**config.mk**
```make
export PLATFORM = sky130hd
export DESIGN_NAME = semidigital_shower_features_top
export DESIGN_NICKNAME = d
export VERILOG_FILES = /design/src/rtl/sdsf_pkg.sv /design/src/rtl/sdsf_mac.sv /design/src/rtl/sdsf_hist.sv /design/src/rtl/semidigital_shower_features_top.sv
export SDC_FILE = /design/constraint.sdc
export NUM_CORES = 2
export LEC_CHECK = 0
export BUFFER_PORTS_ARGS = -buffer_cell sky130_fd_sc_hd__buf_4
export CORE_UTILIZATION = 40
export CTS_BUF_LIST = sky130_fd_sc_hd__clkbuf_4 sky130_fd_sc_hd__clkbuf_8 sky130_fd_sc_hd__clkbuf_16
export CTS_CLUSTER_DIAMETER = 30
export DETAILED_ROUTE_END_ITERATION = 6
export GPL_TIMING_DRIVEN = 1
export HOLD_SLACK_MARGIN = 0.05
export SYNTH_ARGS = -nofsm -noshare
export SYNTH_HDL_FRONTEND = slang
export SYNTH_SLANG_ARGS = --single-unit
export TNS_END_PERCENT = 10
```
**constraint.sdc**
```tcl
create_clock -name clock -period 8.9 [get_ports clock]
set_input_delay 0.445 -clock clock [delete_from_list [all_inputs] [get_ports clock]]
set_output_delay 0.445 -clock clock [all_outputs]
set_load 0.05 [all_outputs]
```
**src/rtl/sdsf_pkg.sv**
```systemverilog
// Package with the types, codes and constants of the shower feature block.
package sdsf_pkg;

   localparam int NUM_LAYERS_DEF      = 48;
   localparam int COUNT_BITS_DEF      = 12;

   localparam int OUT_CNT_BITS        = 12;
   localparam int LAYER_FIELD_W       = 6;
   localparam int LAYERS_HIT_OUT_BITS = 7;
   localparam int ENERGY_W            = 40;

   localparam int ACC_W               = 96;
   localparam int OPND_W              = 64;
   localparam int COEF_A_W            = 16;
   localparam int COEF_B_W            = 24;
   localparam int COEF_C_W            = 24;
   localparam int COEF_B_LSB          = 16;
   localparam int COEF_C_LSB          = 40;
   localparam int B_SHIFT             = 8;
   localparam int A_SHIFT             = 16;
   localparam int ROUND_SHIFT         = 16;
   localparam int NUM_THR             = 3;

   localparam int REQ_TDATA_W         = 8;
   localparam int REQ_THR_LSB         = 6;
   localparam int THR_CODE_W          = 2;
   localparam int RSP_TDATA_W         = 136;
   localparam int RSP_PAD_W           = 5;
   localparam int CSR_INDEX_W         = 2;
   localparam int CSR_DATA_W          = 64;

   localparam logic FUNC_HIT    = 1'b0;
   localparam logic FUNC_FINISH = 1'b1;

   localparam logic [THR_CODE_W-1:0] THR_1 = 2'd1;
   localparam logic [THR_CODE_W-1:0] THR_2 = 2'd2;
   localparam logic [THR_CODE_W-1:0] THR_3 = 2'd3;

   typedef enum logic [CSR_INDEX_W-1:0] {
      CSR_CALIB_ENABLE = 2'd0,
      CSR_THR1_COEFFS  = 2'd1,
      CSR_THR2_COEFFS  = 2'd2,
      CSR_THR3_COEFFS  = 2'd3
   } csr_reg_type;

   typedef enum logic [3:0] {
      ST_IDLE,
      ST_HIT_WR,
      ST_SCAN,
      ST_SCAN_TAIL,
      ST_CALC,
      ST_ROUND,
      ST_EMIT_RD,
      ST_EMIT_WAIT
   } state_type;

   typedef enum logic [1:0] {
      MAC_IDLE,
      MAC_LOAD,
      MAC_ADD_LO,
      MAC_ADD_HI
   } mac_op_type;

   typedef enum logic [1:0] {
      PASS_CN,
      PASS_VN,
      PASS_PS
   } pass_type;

   typedef struct packed {
      logic wr_en;
      logic clear_all;
   } hist_ctl_type;

endpackage

```
**src/rtl/sdsf_mac.sv**
```systemverilog
// Shared signed multiply-accumulate unit that works a 64-bit operand in two 32-bit halves.
module sdsf_mac #(
   parameter int MULT_BITS = sdsf_pkg::COUNT_BITS_DEF + 2
) (
   input  logic                               clock,
   input  sdsf_pkg::mac_op_type               op,
   input  logic signed [sdsf_pkg::ACC_W-1:0]  init,
   input  logic signed [sdsf_pkg::OPND_W-1:0] operand,
   input  logic        [MULT_BITS-1:0]        mult,
   output logic signed [sdsf_pkg::ACC_W-1:0]  acc
);
   import sdsf_pkg::*;

   localparam int CHUNK_W = OPND_W / 2;
   localparam int PROD_W  = CHUNK_W + 1 + MULT_BITS + 1;

   logic signed [PROD_W-1:0]  prod_ff, prod_in;
   logic signed [ACC_W-1:0]   acc_ff, acc_in;
   logic signed [CHUNK_W:0]   chunk_lo, chunk_hi, chunk_sel;
   logic signed [MULT_BITS:0] mult_s;

   assign chunk_lo  = $signed({1'b0, operand[CHUNK_W-1:0]});
   assign chunk_hi  = $signed({operand[OPND_W-1], operand[OPND_W-1:CHUNK_W]});
   assign chunk_sel = (op == MAC_ADD_LO) ? chunk_hi : chunk_lo;
   assign mult_s    = $signed({1'b0, mult});

   always_comb begin
      acc_in  = acc_ff;
      prod_in = prod_ff;
      case (op)
         MAC_LOAD: begin
            acc_in  = init;
            prod_in = chunk_sel * mult_s;
         end
         MAC_ADD_LO: begin
            acc_in  = acc_ff + ACC_W'(prod_ff);
            prod_in = chunk_sel * mult_s;
         end
         MAC_ADD_HI: begin
            acc_in = acc_ff + (ACC_W'(prod_ff) <<< CHUNK_W);
         end
         default: begin
         end
      endcase
   end

   always_ff @(posedge clock) begin
      acc_ff  <= acc_in;
      prod_ff <= prod_in;
   end

   assign acc = acc_ff;

endmodule

```
**src/rtl/sdsf_hist.sv**
```systemverilog
// Layer hit histogram memory with a valid bit per entry and a registered read port.
module sdsf_hist #(
   parameter int NUM_LAYERS = sdsf_pkg::NUM_LAYERS_DEF,
   parameter int COUNT_BITS = sdsf_pkg::COUNT_BITS_DEF,
   parameter int LAYER_AW   = (NUM_LAYERS > 1) ? $clog2(NUM_LAYERS) : 1
) (
   input  logic                   clock,
   input  logic                   reset,
   input  sdsf_pkg::hist_ctl_type ctl,
   input  logic [LAYER_AW-1:0]    rd_addr,
   input  logic [LAYER_AW-1:0]    wr_addr,
   input  logic [COUNT_BITS-1:0]  wr_data,
   output logic [COUNT_BITS-1:0]  rd_data
);
   import sdsf_pkg::*;

   logic [COUNT_BITS-1:0] mem [NUM_LAYERS];
   logic [NUM_LAYERS-1:0] valid_ff, valid_in;
   logic [COUNT_BITS-1:0] rd_data_ff;

   always_comb begin
      valid_in = valid_ff;
      if (ctl.clear_all) begin
         valid_in = '0;
      end else if (ctl.wr_en) begin
         valid_in[wr_addr] = 1'b1;
      end
   end

   always_ff @(posedge clock) begin
      if (reset) begin
         valid_ff <= '0;
      end else begin
         valid_ff <= valid_in;
      end
   end

   always_ff @(posedge clock) begin
      if (ctl.wr_en) begin
         mem[wr_addr] <= wr_data;
      end
      rd_data_ff <= valid_ff[rd_addr] ? mem[rd_addr] : '0;
   end

   assign rd_data = rd_data_ff;

endmodule

```
**src/rtl/semidigital_shower_features_top.sv**
```systemverilog
// Top level of the semi-digital shower feature block: sequencer, counters and result port.
//
// Channel  Dir  One transfer carries
// req_     in   one hit (tuser 0) or one finish command (tuser 1)
// rsp_     out  one layer count with the shower summary, tlast on the last layer
// csr_     in   one register write, always taken
//
// A hit out of range is taken in ST_IDLE alone; one in range also passes ST_HIT_WR (memory
// read, write). A finish scans the layer memory (ST_SCAN, ST_SCAN_TAIL), runs the CN, VN and PS
// passes per threshold on the shared multiply-accumulate unit and rounds when calibration is
// on, then emits each result through ST_EMIT_RD and ST_EMIT_WAIT, holding while rsp_tready is
// low. Reset is synchronous; valid bits make the memory read as zero.
module semidigital_shower_features_top #(
   parameter int NUM_LAYERS = sdsf_pkg::NUM_LAYERS_DEF,
   parameter int COUNT_BITS = sdsf_pkg::COUNT_BITS_DEF
) (
   input  logic                                clock,
   input  logic                                reset,
   input  logic                                req_tvalid,
   output logic                                req_tready,
   // hit_layer [5:0], hit_threshold [7:6]
   input  logic [sdsf_pkg::REQ_TDATA_W-1:0]    req_tdata,
   // func
   input  logic                                req_tuser,
   output logic                                rsp_tvalid,
   input  logic                                rsp_tready,
   // layer_index, layer_hits, hits_thr1, hits_thr2, hits_thr3, layers_hit, max_layer,
   // hits_at_max, energy, dropped_hits, zero fill
   output logic [sdsf_pkg::RSP_TDATA_W-1:0]    rsp_tdata,
   output logic                                rsp_tlast,
   // energy_valid
   output logic                                rsp_tuser,
   input  logic                                csr_valid,
   output logic                                csr_ready,
   input  logic [sdsf_pkg::CSR_INDEX_W-1:0]    csr_index,
   input  logic [sdsf_pkg::CSR_DATA_W-1:0]     csr_data
);
   import sdsf_pkg::*;

   localparam int LAYER_AW  = (NUM_LAYERS > 1) ? $clog2(NUM_LAYERS) : 1;
   localparam int LH_W      = $clog2(NUM_LAYERS + 1);
   localparam int MULT_BITS = COUNT_BITS + 2;
   localparam logic [LAYER_AW-1:0] LAST_IDX = LAYER_AW'(NUM_LAYERS - 1);
   localparam logic [1:0] LAST_THR = 2'(NUM_THR - 1);
   localparam logic signed [ACC_W-1:0] ROUND_HALF = ACC_W'(2 ** (ROUND_SHIFT - 1));

   function automatic logic [COUNT_BITS-1:0] sat_inc(input logic [COUNT_BITS-1:0] v);
      return (&v) ? v : v + 1'b1;
   endfunction

   state_type state_ff, state_in;

   logic                  calib_ff, calib_in;
   logic [OPND_W-1:0]     thr1_coeffs_ff, thr1_coeffs_in;
   logic [OPND_W-1:0]     thr2_coeffs_ff, thr2_coeffs_in;
   logic [OPND_W-1:0]     thr3_coeffs_ff, thr3_coeffs_in;

   logic [COUNT_BITS-1:0] thr1_ff, thr1_in, thr2_ff, thr2_in, thr3_ff, thr3_in;
   logic [COUNT_BITS-1:0] drop_ff, drop_in;

   logic [LAYER_AW-1:0]   layer_ff, layer_in;
   logic [LAYER_AW-1:0]   idx_ff, idx_in;
   logic [LAYER_AW-1:0]   tag_ff, tag_in;
   logic                  scan_vld_ff, scan_vld_in;
   logic [LH_W-1:0]       layers_hit_ff, layers_hit_in;
   logic [LAYER_AW-1:0]   max_l_ff, max_l_in;
   logic [COUNT_BITS-1:0] max_c_ff, max_c_in;

   logic [1:0]            k_ff, k_in;
   pass_type              kind_ff, kind_in;
   mac_op_type            phase_ff, phase_in;
   logic signed [OPND_W-1:0]   op_ff, op_in;
   logic signed [ACC_W-1:0]    s_ff, s_in;
   logic signed [ENERGY_W-1:0] energy_ff, energy_in;
   logic                  energy_valid_ff, energy_valid_in;

   hist_ctl_type          hist_ctl;
   logic [LAYER_AW-1:0]   rd_addr;
   logic [COUNT_BITS-1:0] rd_data;
   logic [COUNT_BITS-1:0] wr_data;

   mac_op_type                 mac_op;
   logic signed [ACC_W-1:0]    mac_init;
   logic signed [OPND_W-1:0]   mac_operand;
   logic [MULT_BITS-1:0]       mac_mult;
   logic signed [ACC_W-1:0]    mac_acc;

   logic [OPND_W-1:0]          coeff;
   logic [COUNT_BITS-1:0]      cnt_k;
   logic [MULT_BITS-1:0]       n_sum;
   logic signed [COEF_A_W-1:0] coef_a;
   logic signed [COEF_B_W-1:0] coef_b;
   logic signed [COEF_C_W-1:0] coef_c;

   logic [LAYER_FIELD_W-1:0]   req_layer;
   logic [THR_CODE_W-1:0]      req_thr;
   logic                       req_in_range;

   logic signed [ACC_W-1:0]    s_round;
   logic [ACC_W-ROUND_SHIFT-ENERGY_W:0] s_high;
   logic signed [ENERGY_W-1:0] energy_sat;

   assign req_layer    = req_tdata[LAYER_FIELD_W-1:0];
   assign req_thr      = req_tdata[REQ_THR_LSB +: THR_CODE_W];
   assign req_in_range = {1'b0, req_layer} < (LAYER_FIELD_W + 1)'(NUM_LAYERS);

   assign wr_data = sat_inc(rd_data);

   always_comb begin
      case (k_ff)
         2'd0: begin
            coeff = thr1_coeffs_ff;
            cnt_k = thr1_ff;
         end
         2'd1: begin
            coeff = thr2_coeffs_ff;
            cnt_k = thr2_ff;
         end
         default: begin
            coeff = thr3_coeffs_ff;
            cnt_k = thr3_ff;
         end
      endcase
   end

   assign coef_a = $signed(coeff[COEF_A_W-1:0]);
   assign coef_b = $signed(coeff[COEF_B_LSB +: COEF_B_W]);
   assign coef_c = $signed(coeff[COEF_C_LSB +: COEF_C_W]);
   assign n_sum  = MULT_BITS'(thr1_ff) + MULT_BITS'(thr2_ff) + MULT_BITS'(thr3_ff);

   always_comb begin
      case (kind_ff)
         PASS_CN: begin
            mac_init    = ACC_W'(coef_b) <<< B_SHIFT;
            mac_operand = OPND_W'(coef_c);
            mac_mult    = n_sum;
         end
         PASS_VN: begin
            mac_init    = ACC_W'(coef_a) <<< A_SHIFT;
            mac_operand = op_ff;
            mac_mult    = n_sum;
         end
         default: begin
            mac_init    = s_ff;
            mac_operand = op_ff;
            mac_mult    = MULT_BITS'(cnt_k);
         end
      endcase
   end

   assign s_round = s_ff + ROUND_HALF;
   assign s_high  = s_round[ACC_W-1:ROUND_SHIFT+ENERGY_W-1];

   always_comb begin
      if ((&s_high) || !(|s_high)) begin
         energy_sat = s_round[ROUND_SHIFT +: ENERGY_W];
      end else if (s_high[ACC_W-ROUND_SHIFT-ENERGY_W]) begin
         energy_sat = {1'b1, {(ENERGY_W - 1){1'b0}}};
      end else begin
         energy_sat = {1'b0, {(ENERGY_W - 1){1'b1}}};
      end
   end

   always_comb begin
      state_in        = state_ff;
      calib_in        = calib_ff;
      thr1_coeffs_in  = thr1_coeffs_ff;
      thr2_coeffs_in  = thr2_coeffs_ff;
      thr3_coeffs_in  = thr3_coeffs_ff;
      thr1_in         = thr1_ff;
      thr2_in         = thr2_ff;
      thr3_in         = thr3_ff;
      drop_in         = drop_ff;
      layer_in        = layer_ff;
      idx_in          = idx_ff;
      tag_in          = tag_ff;
      scan_vld_in     = scan_vld_ff;
      layers_hit_in   = layers_hit_ff;
      max_l_in        = max_l_ff;
      max_c_in        = max_c_ff;
      k_in            = k_ff;
      kind_in         = kind_ff;
      phase_in        = phase_ff;
      op_in           = op_ff;
      s_in            = s_ff;
      energy_in       = energy_ff;
      energy_valid_in = energy_valid_ff;
      hist_ctl        = '{wr_en: 1'b0, clear_all: 1'b0};
      mac_op          = MAC_IDLE;
      rd_addr         = idx_ff;
      req_tready      = 1'b0;
      rsp_tvalid      = 1'b0;

      if (csr_valid) begin
         case (csr_index)
            CSR_CALIB_ENABLE: calib_in       = csr_data[0];
            CSR_THR1_COEFFS:  thr1_coeffs_in = csr_data;
            CSR_THR2_COEFFS:  thr2_coeffs_in = csr_data;
            CSR_THR3_COEFFS:  thr3_coeffs_in = csr_data;
            default: begin
            end
         endcase
      end

      if (scan_vld_ff) begin
         if (rd_data != '0) begin
            layers_hit_in = layers_hit_ff + 1'b1;
         end
         if (rd_data > max_c_ff) begin
            max_c_in = rd_data;
            max_l_in = tag_ff;
         end
      end

      case (state_ff)
         ST_IDLE: begin
            req_tready = 1'b1;
            rd_addr    = req_layer[LAYER_AW-1:0];
            if (req_tvalid) begin
               if (req_tuser == FUNC_HIT) begin
                  layer_in = req_layer[LAYER_AW-1:0];
                  if (req_in_range) begin
                     state_in = ST_HIT_WR;
                  end else begin
                     drop_in = sat_inc(drop_ff);
                  end
                  case (req_thr)
                     THR_1:   thr1_in = sat_inc(thr1_ff);
                     THR_2:   thr2_in = sat_inc(thr2_ff);
                     THR_3:   thr3_in = sat_inc(thr3_ff);
                     default: begin
                     end
                  endcase
               end else begin
                  idx_in          = '0;
                  layers_hit_in   = '0;
                  max_l_in        = '0;
                  max_c_in        = '0;
                  energy_in       = '0;
                  energy_valid_in = calib_ff;
                  state_in        = ST_SCAN;
               end
            end
         end
         ST_HIT_WR: begin
            hist_ctl.wr_en = 1'b1;
            state_in       = ST_IDLE;
         end
         ST_SCAN: begin
            tag_in      = idx_ff;
            scan_vld_in = 1'b1;
            if (idx_ff == LAST_IDX) begin
               idx_in   = '0;
               state_in = ST_SCAN_TAIL;
            end else begin
               idx_in = idx_ff + 1'b1;
            end
         end
         ST_SCAN_TAIL: begin
            scan_vld_in = 1'b0;
            if (calib_ff) begin
               k_in     = '0;
               kind_in  = PASS_CN;
               phase_in = MAC_LOAD;
               s_in     = '0;
               state_in = ST_CALC;
            end else begin
               state_in = ST_EMIT_RD;
            end
         end
         ST_CALC: begin
            mac_op = phase_ff;
            case (phase_ff)
               MAC_LOAD:   phase_in = MAC_ADD_LO;
               MAC_ADD_LO: phase_in = MAC_ADD_HI;
               MAC_ADD_HI: phase_in = MAC_IDLE;
               default: begin
                  phase_in = MAC_LOAD;
                  case (kind_ff)
                     PASS_CN: begin
                        op_in   = mac_acc[OPND_W-1:0];
                        kind_in = PASS_VN;
                     end
                     PASS_VN: begin
                        op_in   = mac_acc[OPND_W-1:0];
                        kind_in = PASS_PS;
                     end
                     default: begin
                        s_in    = mac_acc;
                        kind_in = PASS_CN;
                        if (k_ff == LAST_THR) begin
                           state_in = ST_ROUND;
                        end else begin
                           k_in = k_ff + 1'b1;
                        end
                     end
                  endcase
               end
            endcase
         end
         ST_ROUND: begin
            energy_in = energy_sat;
            state_in  = ST_EMIT_RD;
         end
         ST_EMIT_RD: begin
            state_in = ST_EMIT_WAIT;
         end
         ST_EMIT_WAIT: begin
            rsp_tvalid = 1'b1;
            if (rsp_tready) begin
               if (idx_ff == LAST_IDX) begin
                  thr1_in            = '0;
                  thr2_in            = '0;
                  thr3_in            = '0;
                  drop_in            = '0;
                  hist_ctl.clear_all = 1'b1;
                  state_in           = ST_IDLE;
               end else begin
                  idx_in   = idx_ff + 1'b1;
                  state_in = ST_EMIT_RD;
               end
            end
         end
         default: begin
            state_in = ST_IDLE;
         end
      endcase
   end

   always_ff @(posedge clock) begin
      if (reset) begin
         state_ff <= ST_IDLE;
      end else begin
         state_ff <= state_in;
      end
   end

   always_ff @(posedge clock) begin
      if (reset) begin
         calib_ff       <= 1'b0;
         thr1_coeffs_ff <= '0;
         thr2_coeffs_ff <= '0;
         thr3_coeffs_ff <= '0;
         thr1_ff        <= '0;
         thr2_ff        <= '0;
         thr3_ff        <= '0;
         drop_ff        <= '0;
         idx_ff         <= '0;
         scan_vld_ff    <= 1'b0;
         k_ff           <= '0;
         kind_ff        <= PASS_CN;
         phase_ff       <= MAC_LOAD;
      end else begin
         calib_ff       <= calib_in;
         thr1_coeffs_ff <= thr1_coeffs_in;
         thr2_coeffs_ff <= thr2_coeffs_in;
         thr3_coeffs_ff <= thr3_coeffs_in;
         thr1_ff        <= thr1_in;
         thr2_ff        <= thr2_in;
         thr3_ff        <= thr3_in;
         drop_ff        <= drop_in;
         idx_ff         <= idx_in;
         scan_vld_ff    <= scan_vld_in;
         k_ff           <= k_in;
         kind_ff        <= kind_in;
         phase_ff       <= phase_in;
      end
   end

   always_ff @(posedge clock) begin
      layer_ff        <= layer_in;
      tag_ff          <= tag_in;
      layers_hit_ff   <= layers_hit_in;
      max_l_ff        <= max_l_in;
      max_c_ff        <= max_c_in;
      op_ff           <= op_in;
      s_ff            <= s_in;
      energy_ff       <= energy_in;
      energy_valid_ff <= energy_valid_in;
   end

   sdsf_hist #(
      .NUM_LAYERS (NUM_LAYERS),
      .COUNT_BITS (COUNT_BITS),
      .LAYER_AW   (LAYER_AW)
   ) u_hist (
      .clock   (clock),
      .reset   (reset),
      .ctl     (hist_ctl),
      .rd_addr (rd_addr),
      .wr_addr (layer_ff),
      .wr_data (wr_data),
      .rd_data (rd_data)
   );

   sdsf_mac #(
      .MULT_BITS (MULT_BITS)
   ) u_mac (
      .clock   (clock),
      .op      (mac_op),
      .init    (mac_init),
      .operand (mac_operand),
      .mult    (mac_mult),
      .acc     (mac_acc)
   );

   assign csr_ready = 1'b1;
   assign rsp_tlast = (idx_ff == LAST_IDX);
   assign rsp_tuser = energy_valid_ff;
   assign rsp_tdata = {
      {RSP_PAD_W{1'b0}},
      OUT_CNT_BITS'(drop_ff),
      energy_ff,
      OUT_CNT_BITS'(max_c_ff),
      LAYER_FIELD_W'(max_l_ff),
      LAYERS_HIT_OUT_BITS'(layers_hit_ff),
      OUT_CNT_BITS'(thr3_ff),
      OUT_CNT_BITS'(thr2_ff),
      OUT_CNT_BITS'(thr1_ff),
      OUT_CNT_BITS'(rd_data),
      LAYER_FIELD_W'(idx_ff)
   };

endmodule

```
Word-level counts from Yosys, hierarchy flattened

Memories as Yosys holds them, arrays and structs flattened. A register that Yosys moved wholly into a read port is not among the register bits.
Cells that the tools add are included.

Bits in registers: 687
Bits in writable memories: 576
Bits of input ports: 80
Output and inout bits: 141
Memories: 1

Memory list:

| name       | words | width | rd ports | clocked after memory_dff | write ports | line            | text |
|---|---|---|---|---|---|---|---|
| u_hist.mem | 48    | 12    | 1        | 1                        | 1           | sdsf_hist.sv:17 | `logic [COUNT_BITS-1:0] mem [NUM_LAYERS];` |

Add/subtract/negate cells: 13
$mul: 1
$lt $le $gt $ge: 5
Equal/unequal tests: 44
Mux-type cells: 97
Bitwise gates (word level): 3
Reduce and logical (&&, ||, !) cells: 44

Operators with widths:

| operator                                        | count |
|---|---|
| case mux 96 bit (2 select lines)                | 2 |
| 2-to-1 mux 12 bit                               | 24 |
| 2-to-1 mux 96 bit                               | 3 |
| case mux 96 bit (3 select lines)                | 1 |
| 2-to-1 mux 40 bit                               | 4 |
| case mux 64 bit (2 select lines)                | 1 |
| case mux 12 bit (2 select lines)                | 5 |
| adder 96 x 17 -> 96 bit (second input constant) | 1 |
| adder 96 x 48 -> 96 bit                         | 1 |
| adder 96 x 80 -> 96 bit                         | 1 |
| 2-to-1 mux 6 bit                                | 16 |
| case mux 40 bit (2 select lines)                | 1 |
| 2-to-1 mux 64 bit                               | 1 |
| adder 12 x 1 -> 12 bit (second input constant)  | 5 |
| AND reduction 12 bit                            | 5 |
| multiplier 33 x 15 -> 48 bit                    | 1 |
| OR 48 bit                                       | 1 |
| AND reduction 41 bit                            | 1 |
| OR reduction 41 bit                             | 1 |
| AND reduction 7 bit                             | 5 |
| != test 2 bit (second input constant)           | 17 |
| 2-to-1 mux 33 bit                               | 1 |
| 2-to-1 mux 4 bit                                | 8 |
| case mux 4 bit (7 select lines)                 | 1 |
| 41 further kinds                                | 100 |

Longest topological paths before layout

Depth in word-level cells: 6
Depth in mapped cells: 38
Mapped depth without buffers: 37

By module

Synthesis repeated with hierarchy kept, for this count alone.

Cell total of the unflattened synthesis: 7671
Area, all modules: 81380.6 um^2

By module, submodules not included:

| module                          | times used | cells an instance | area an instance (um^2) | seq. area each (um^2) |
|---|---|---|---|---|
| sdsf_mac                        | 1          | 3585              | 31212.4                 | 4324.1 |
| semidigital_shower_features_top | 1          | 2885              | 25545.8                 | 12021.5 |
| sdsf_hist                       | 1          | 1201              | 24622.4                 | 18497.7 |

Worst setup path before layout

OpenSTA, ideal clock, no wires.

Path kind: reg-to-reg
Start point: register thr2_ff[1]
End point: register u_mac.prod_ff[45], data pin
Setup time: 0.259 ns
Arrival time: 9.328 ns
Required time: 8.641 ns
Path slack: -0.687 ns
Stages on the path, launching flop included: 36
Path buffers: 1
Period minus slack after synthesis: 9.587 ns
Cell sequence: dfxtp_1 fa_1 ha_1 fa_1 a21o_1 a21oi_1 o21bai_1 a21oi_1 o21bai_1 a21oi_1 o21bai_1 a21oi_1 xor2_1 mux2i_1 clkbuf_1 nand2_1 fa_1 inv_1 fa_1 fa_1 fa_1 fa_1 inv_1 fa_1 inv_1 ha_1 a21o_1 a21oi_1 o21ai_0 a211o_1 a31oi_1 o31ai_1 a311o_1 a221o_1 a21oi_1 xnor2_1

Cells in the longest elaborated chain, start to end: 4
Elaborated cells between the ends (all ways): 5

RTL lines:

| element                        | line                                   | text |
|---|---|---|
| start, declared                | semidigital_shower_features_top.sv:58  | `logic [COUNT_BITS-1:0] thr1_ff, thr1_in, thr2_ff, thr2_in, thr3_ff, thr3_in;` |
| start signal, assigned         | semidigital_shower_features_top.sv:359 | `thr2_ff <= thr2_in;` |
| adder 12 x 12 -> 13 bit        | semidigital_shower_features_top.sv:129 | `assign n_sum = MULT_BITS'(thr1_ff) + MULT_BITS'(thr2_ff) + MULT_BITS'(thr3_ff);` |
| adder 13 x 12 -> 14 bit        | semidigital_shower_features_top.sv:129 |  |
| 2-to-1 mux 14 bit *            | semidigital_shower_features_top.sv:132 | `case (kind_ff)` |
| multiplier 33 x 15 -> 48 bit * | sdsf_mac.sv:33, sdsf_mac.sv:37         |  |
| end signal, assigned           | sdsf_mac.sv:49                         | `prod_ff <= prod_in;` |
| end, declared                  | sdsf_mac.sv:17                         | `logic signed [PROD_W-1:0] prod_ff, prod_in;` |

Every way passes the cells marked *; elsewhere a longest branch is shown, timed or not.
A chain may end at the register's enable or synchronous reset.

Worst setup path in the final report

Start point: register thr1_ff[1]
End point: register u_mac.prod_ff[45], data pin

Cells in the longest elaborated chain, start to end: 4
Elaborated cells between the ends (all ways): 5

RTL lines:

| element                        | line                                   | text |
|---|---|---|
| start, declared                | semidigital_shower_features_top.sv:58  |  |
| start signal, assigned         | semidigital_shower_features_top.sv:358 | `thr1_ff <= thr1_in;` |
| adder 12 x 12 -> 13 bit        | semidigital_shower_features_top.sv:129 |  |
| adder 13 x 12 -> 14 bit        | semidigital_shower_features_top.sv:129 |  |
| 2-to-1 mux 14 bit *            | semidigital_shower_features_top.sv:132 |  |
| multiplier 33 x 15 -> 48 bit * | sdsf_mac.sv:33, sdsf_mac.sv:37         |  |

Marked as above.

==> flow_summary_export.csv <==
group,metric,value,unit
sta,maxSlewViolCount,0,
synthesis,yosysUniqueCellTypes,87,
sta,whs,0.140,ns
power,power_frac_comb,20.2,%
floorplan,die-area,197000,µm²
global_route,grt_max_degree,112,
route,wl,250000,µm
synthesis,netlist_area,78200,µm²
worst_setup_path,required,9.49,ns
synthesis,synthXorXnorAreaFrac,3.43,%
clocking,cts_buffer_depth,4,
clocking,insertion_delay,0.91,ns
synthesis,syn_inst,7443,
power,switchingPower,6490,µW
hold_path,hold_path.class,"in2reg",
synthesis,seq_area_frac_synth,44.6,%
global_route,grt_pass1_vias,60912,
place,numPortBuffers,213,
worst_setup_path,timing.critical_path.from,"thr1_ff[1]$_SDFFE_PP0P_",
clocking,clockRootBuffer,"clkbuf_16",
power,power_density,235,nW/µm²
floorplan,ios,221,
synthesis,syn_avg_cell_area,10.5,µm²
worst_setup_path,cp.arrival,9.49,ns
global_route,grt.overflow.total,0,
synthesis,synth.mux.area_fraction,5.28,%
synthesis,ys.flop_type,"edfxtp_1",
sta,max_freq,0.112,GHz
layout,area_growth,22.5,%
synthesis,synth_area_leaders,"edfxtp_1 (36%), fa_1 (11%), dfxtp_1 (8.7%)",
sta,hold_viol_final,0,
clocking,cts_made_buffers,302,
route,wl_per_cell,23.4,µm
worst_setup_path,cpMostUsedCell,"fa_1",
power,power.internal,16000,µW
place,placed_cell_area,84100,µm²
global_route,grt_pass1_wl,377000,µm
route,vias,60454,
clocking,cts.sinks,1274,
power,p_leak,0.0375,µW
worst_setup_path,worst_setup_path_end_kind,"flop",
sta,rsz0062_at_grt,"yes",
worst_setup_path,crit_type,"reg2reg",
sta,layout_min_cycle_time,8.89,ns
hold_path,hold_start,"req_tvalid",
sta,post-route-period-util,99.9,%
route,drc,0,
synthesis,synth_edf_count,933,
place,place_ws,-0.355,ns
flow_run,maxCapViolations,0,
synthesis,synth_top_family_by_area,"adder cells",
global_route,grt.total_usage,25.0,%
synthesis,yosys.area_share.simple,14.1,%
layout,nets,8744,
route,dr.first_iter.drc_count,5407,
sta,max_slew.worst_pin.slew,1.21,ns
synthesis,synth-adder-area-share,15.8,%
power,power.share.sequential,32.1,%
synthesis,yosysWarningCount,0,
place,place.gp.congestion,0.978,
clocking,clkSlewWorstSetupHoldPaths,0.05,ns
global_route,antenna_found_initial,4,
synthesis,synth_compound_gate_area_share,12.2,%
synthesis,synthArstFlopShare,0,%
clocking,htreeDepth,5,
worst_setup_path,r2r-start,"thr1_ff[1]$_SDFFE_PP0P_",
route,postRouteAntennaNets,0,
place,post-dp-hpwl,177000,µm
floorplan,fp.dieW,444,µm
worst_setup_path,cp_max_fo,7,
power,ir_worst_vdd,0.000225,V
layout,design_area,95700,µm²
layout,post-route-util,49.5,%
power,power,22500,µW
synthesis,yosysMostFrequentCell,"nand2_1",
worst_setup_path,slowest_delay,0.54,ns
worst_setup_path,crit_path_top_delay_cell,"fa_1",
sta,setup_viol,0,
power,pwr-share-clk,47.8,%
sta,fin_ws,0.00684,ns
worst_setup_path,start_kind,"flop",
floorplan,rows,161,
run_status,status,"completed",
synthesis,yosys.area.top_type,"edfxtp_1",
route,viasPerCell,5.66,
power,p_sw_share,28.9,%
clocking,cts_tree,"done",
layout,drive_gt1_share,17.7,%
synthesis,synth_top_area_share,35.8,%
synthesis,synth_common_cells,"nand2_1 (1203), edfxtp_1 (933), a21oi_1 (684)",
sta,skew,0.0787,ns
sta,maxSlewHeadroom,19.2,%
floorplan,initial_core_util,40.4,%
synthesis,yosys_register_bits,1274,
floorplan,die_h,444,µm
route,firstDrtPassIters,5,
floorplan,core_area,193000,µm²
flip-flops by register name (all words and copies together), names as in the netlist, 40 cells and up:
register,count
s_ff,96
thr2_coeffs_ff,64
thr3_coeffs_ff,64
u_hist.valid_ff,48
op_ff,64
thr1_coeffs_ff,64
u_mac.prod_ff,48
u_mac.acc,96
energy_ff,40
u_hist.mem,576
layer usage:
layer  up-vias  global-route usage, %  share of wire [%]
met1     30342                   33.4                 42
li1      27327                      -                  -
met5         -                      0             0.0096
met3       458                   4.75                7.3
met4         4                   9.74                3.7
met2      2323                   40.1                 47
through the flow:
stage,std cells,TNS [ns]
2_1_floorplan,7448,0
3_3_place_gp,10043,-1.74
3_5_place_dp,10043,-3.11
4_1_cts,10678,-0.0171
5_1_grt,10686,-3.44
6_report,10687,0
critical path, delay by kind of cell, from the launching register on:
kind | cells | cell delay (ns)
xor+xnor | 2 | 0.17
buf+inv | 6 | 0.60
compound gates | 16 | 3.07
fa+ha+maj | 10 | 4.28
simple gates | 2 | 0.13
flops | 1 | 0.34
cell families (layout without fill, tap and decap cells):
family / Yosys count / in the layout
and+or+nand+nor: 2444 / 2444
adders and majority gates: 728 / 728
xor gates and xnor gates: 306 / 306
muxes: 216 / 216
buffers and inverters: 935 / 1647
DFF: 1274 / 1274
other: 2 / 8
AOI/OAI and AO/OA: 1538 / 1538
what timing repair did:
item,CTS,global route
setup buffers,29,9
hold endpoints to repair,208,0
setup endpoints to repair,16,22
pin swaps,95,57
resized for setup,83,55
hold buffers,77,0
gates cloned,1,0
layout make-up:
class / count / area [µm²]
sequential: 1274 / 34900
timing repair buffer: 613 / 5090
clock buffer: 375 / 8420
fill: 17316 / 97600
clock inverter: 153 / 1550
multi-input combinational: 5239 / 40700
inverter: 506 / 1900
antenna: 1 / 2.50
tap: 2526 / 3160
cell usage in the layout (no fill, tap or decap), drive strengths merged, types with 94 or more instances in the layout:
cell type,netlist,routed
nand2,1203,1203
edfxtp,933,933
a21oi,684,684
buf,69,536
inv,505,510
nor2,492,492
fa,437,437
clkbuf,360,375
dfxtp,341,341
ha,291,291
o21ai,204,204
xnor2,182,182
mux4,156,156
and2,151,151
nand3,126,126
a21o,125,125
xor2,124,124
clkinv,1,100
nand4,94,94
worst paths after layout:
check	to	slack (ns)	cells past startpoint
worst max-delay path	u_mac.prod_ff[45]$_DFFE_PP_	0.007	36
worst max register to register	u_mac.prod_ff[45]$_DFFE_PP_	0.007	36
worst min-delay path	layer_ff[3]$_DFFE_PP_	0.14	2
worst min register to register	thr3_coeffs_ff[38]$_SDFFE_PP0P_	0.45	2
power groups by stage:
stage,registers [µW],logic [µW],clock network [µW]
finish,7200,4530,10700
global placement,7290,4410,0
global route,7210,4840,11100
CTS,7190,4520,10800
floorplan,7550,2590,0
detailed placement,7300,4460,0
Power figures use the tool's default switching activity.
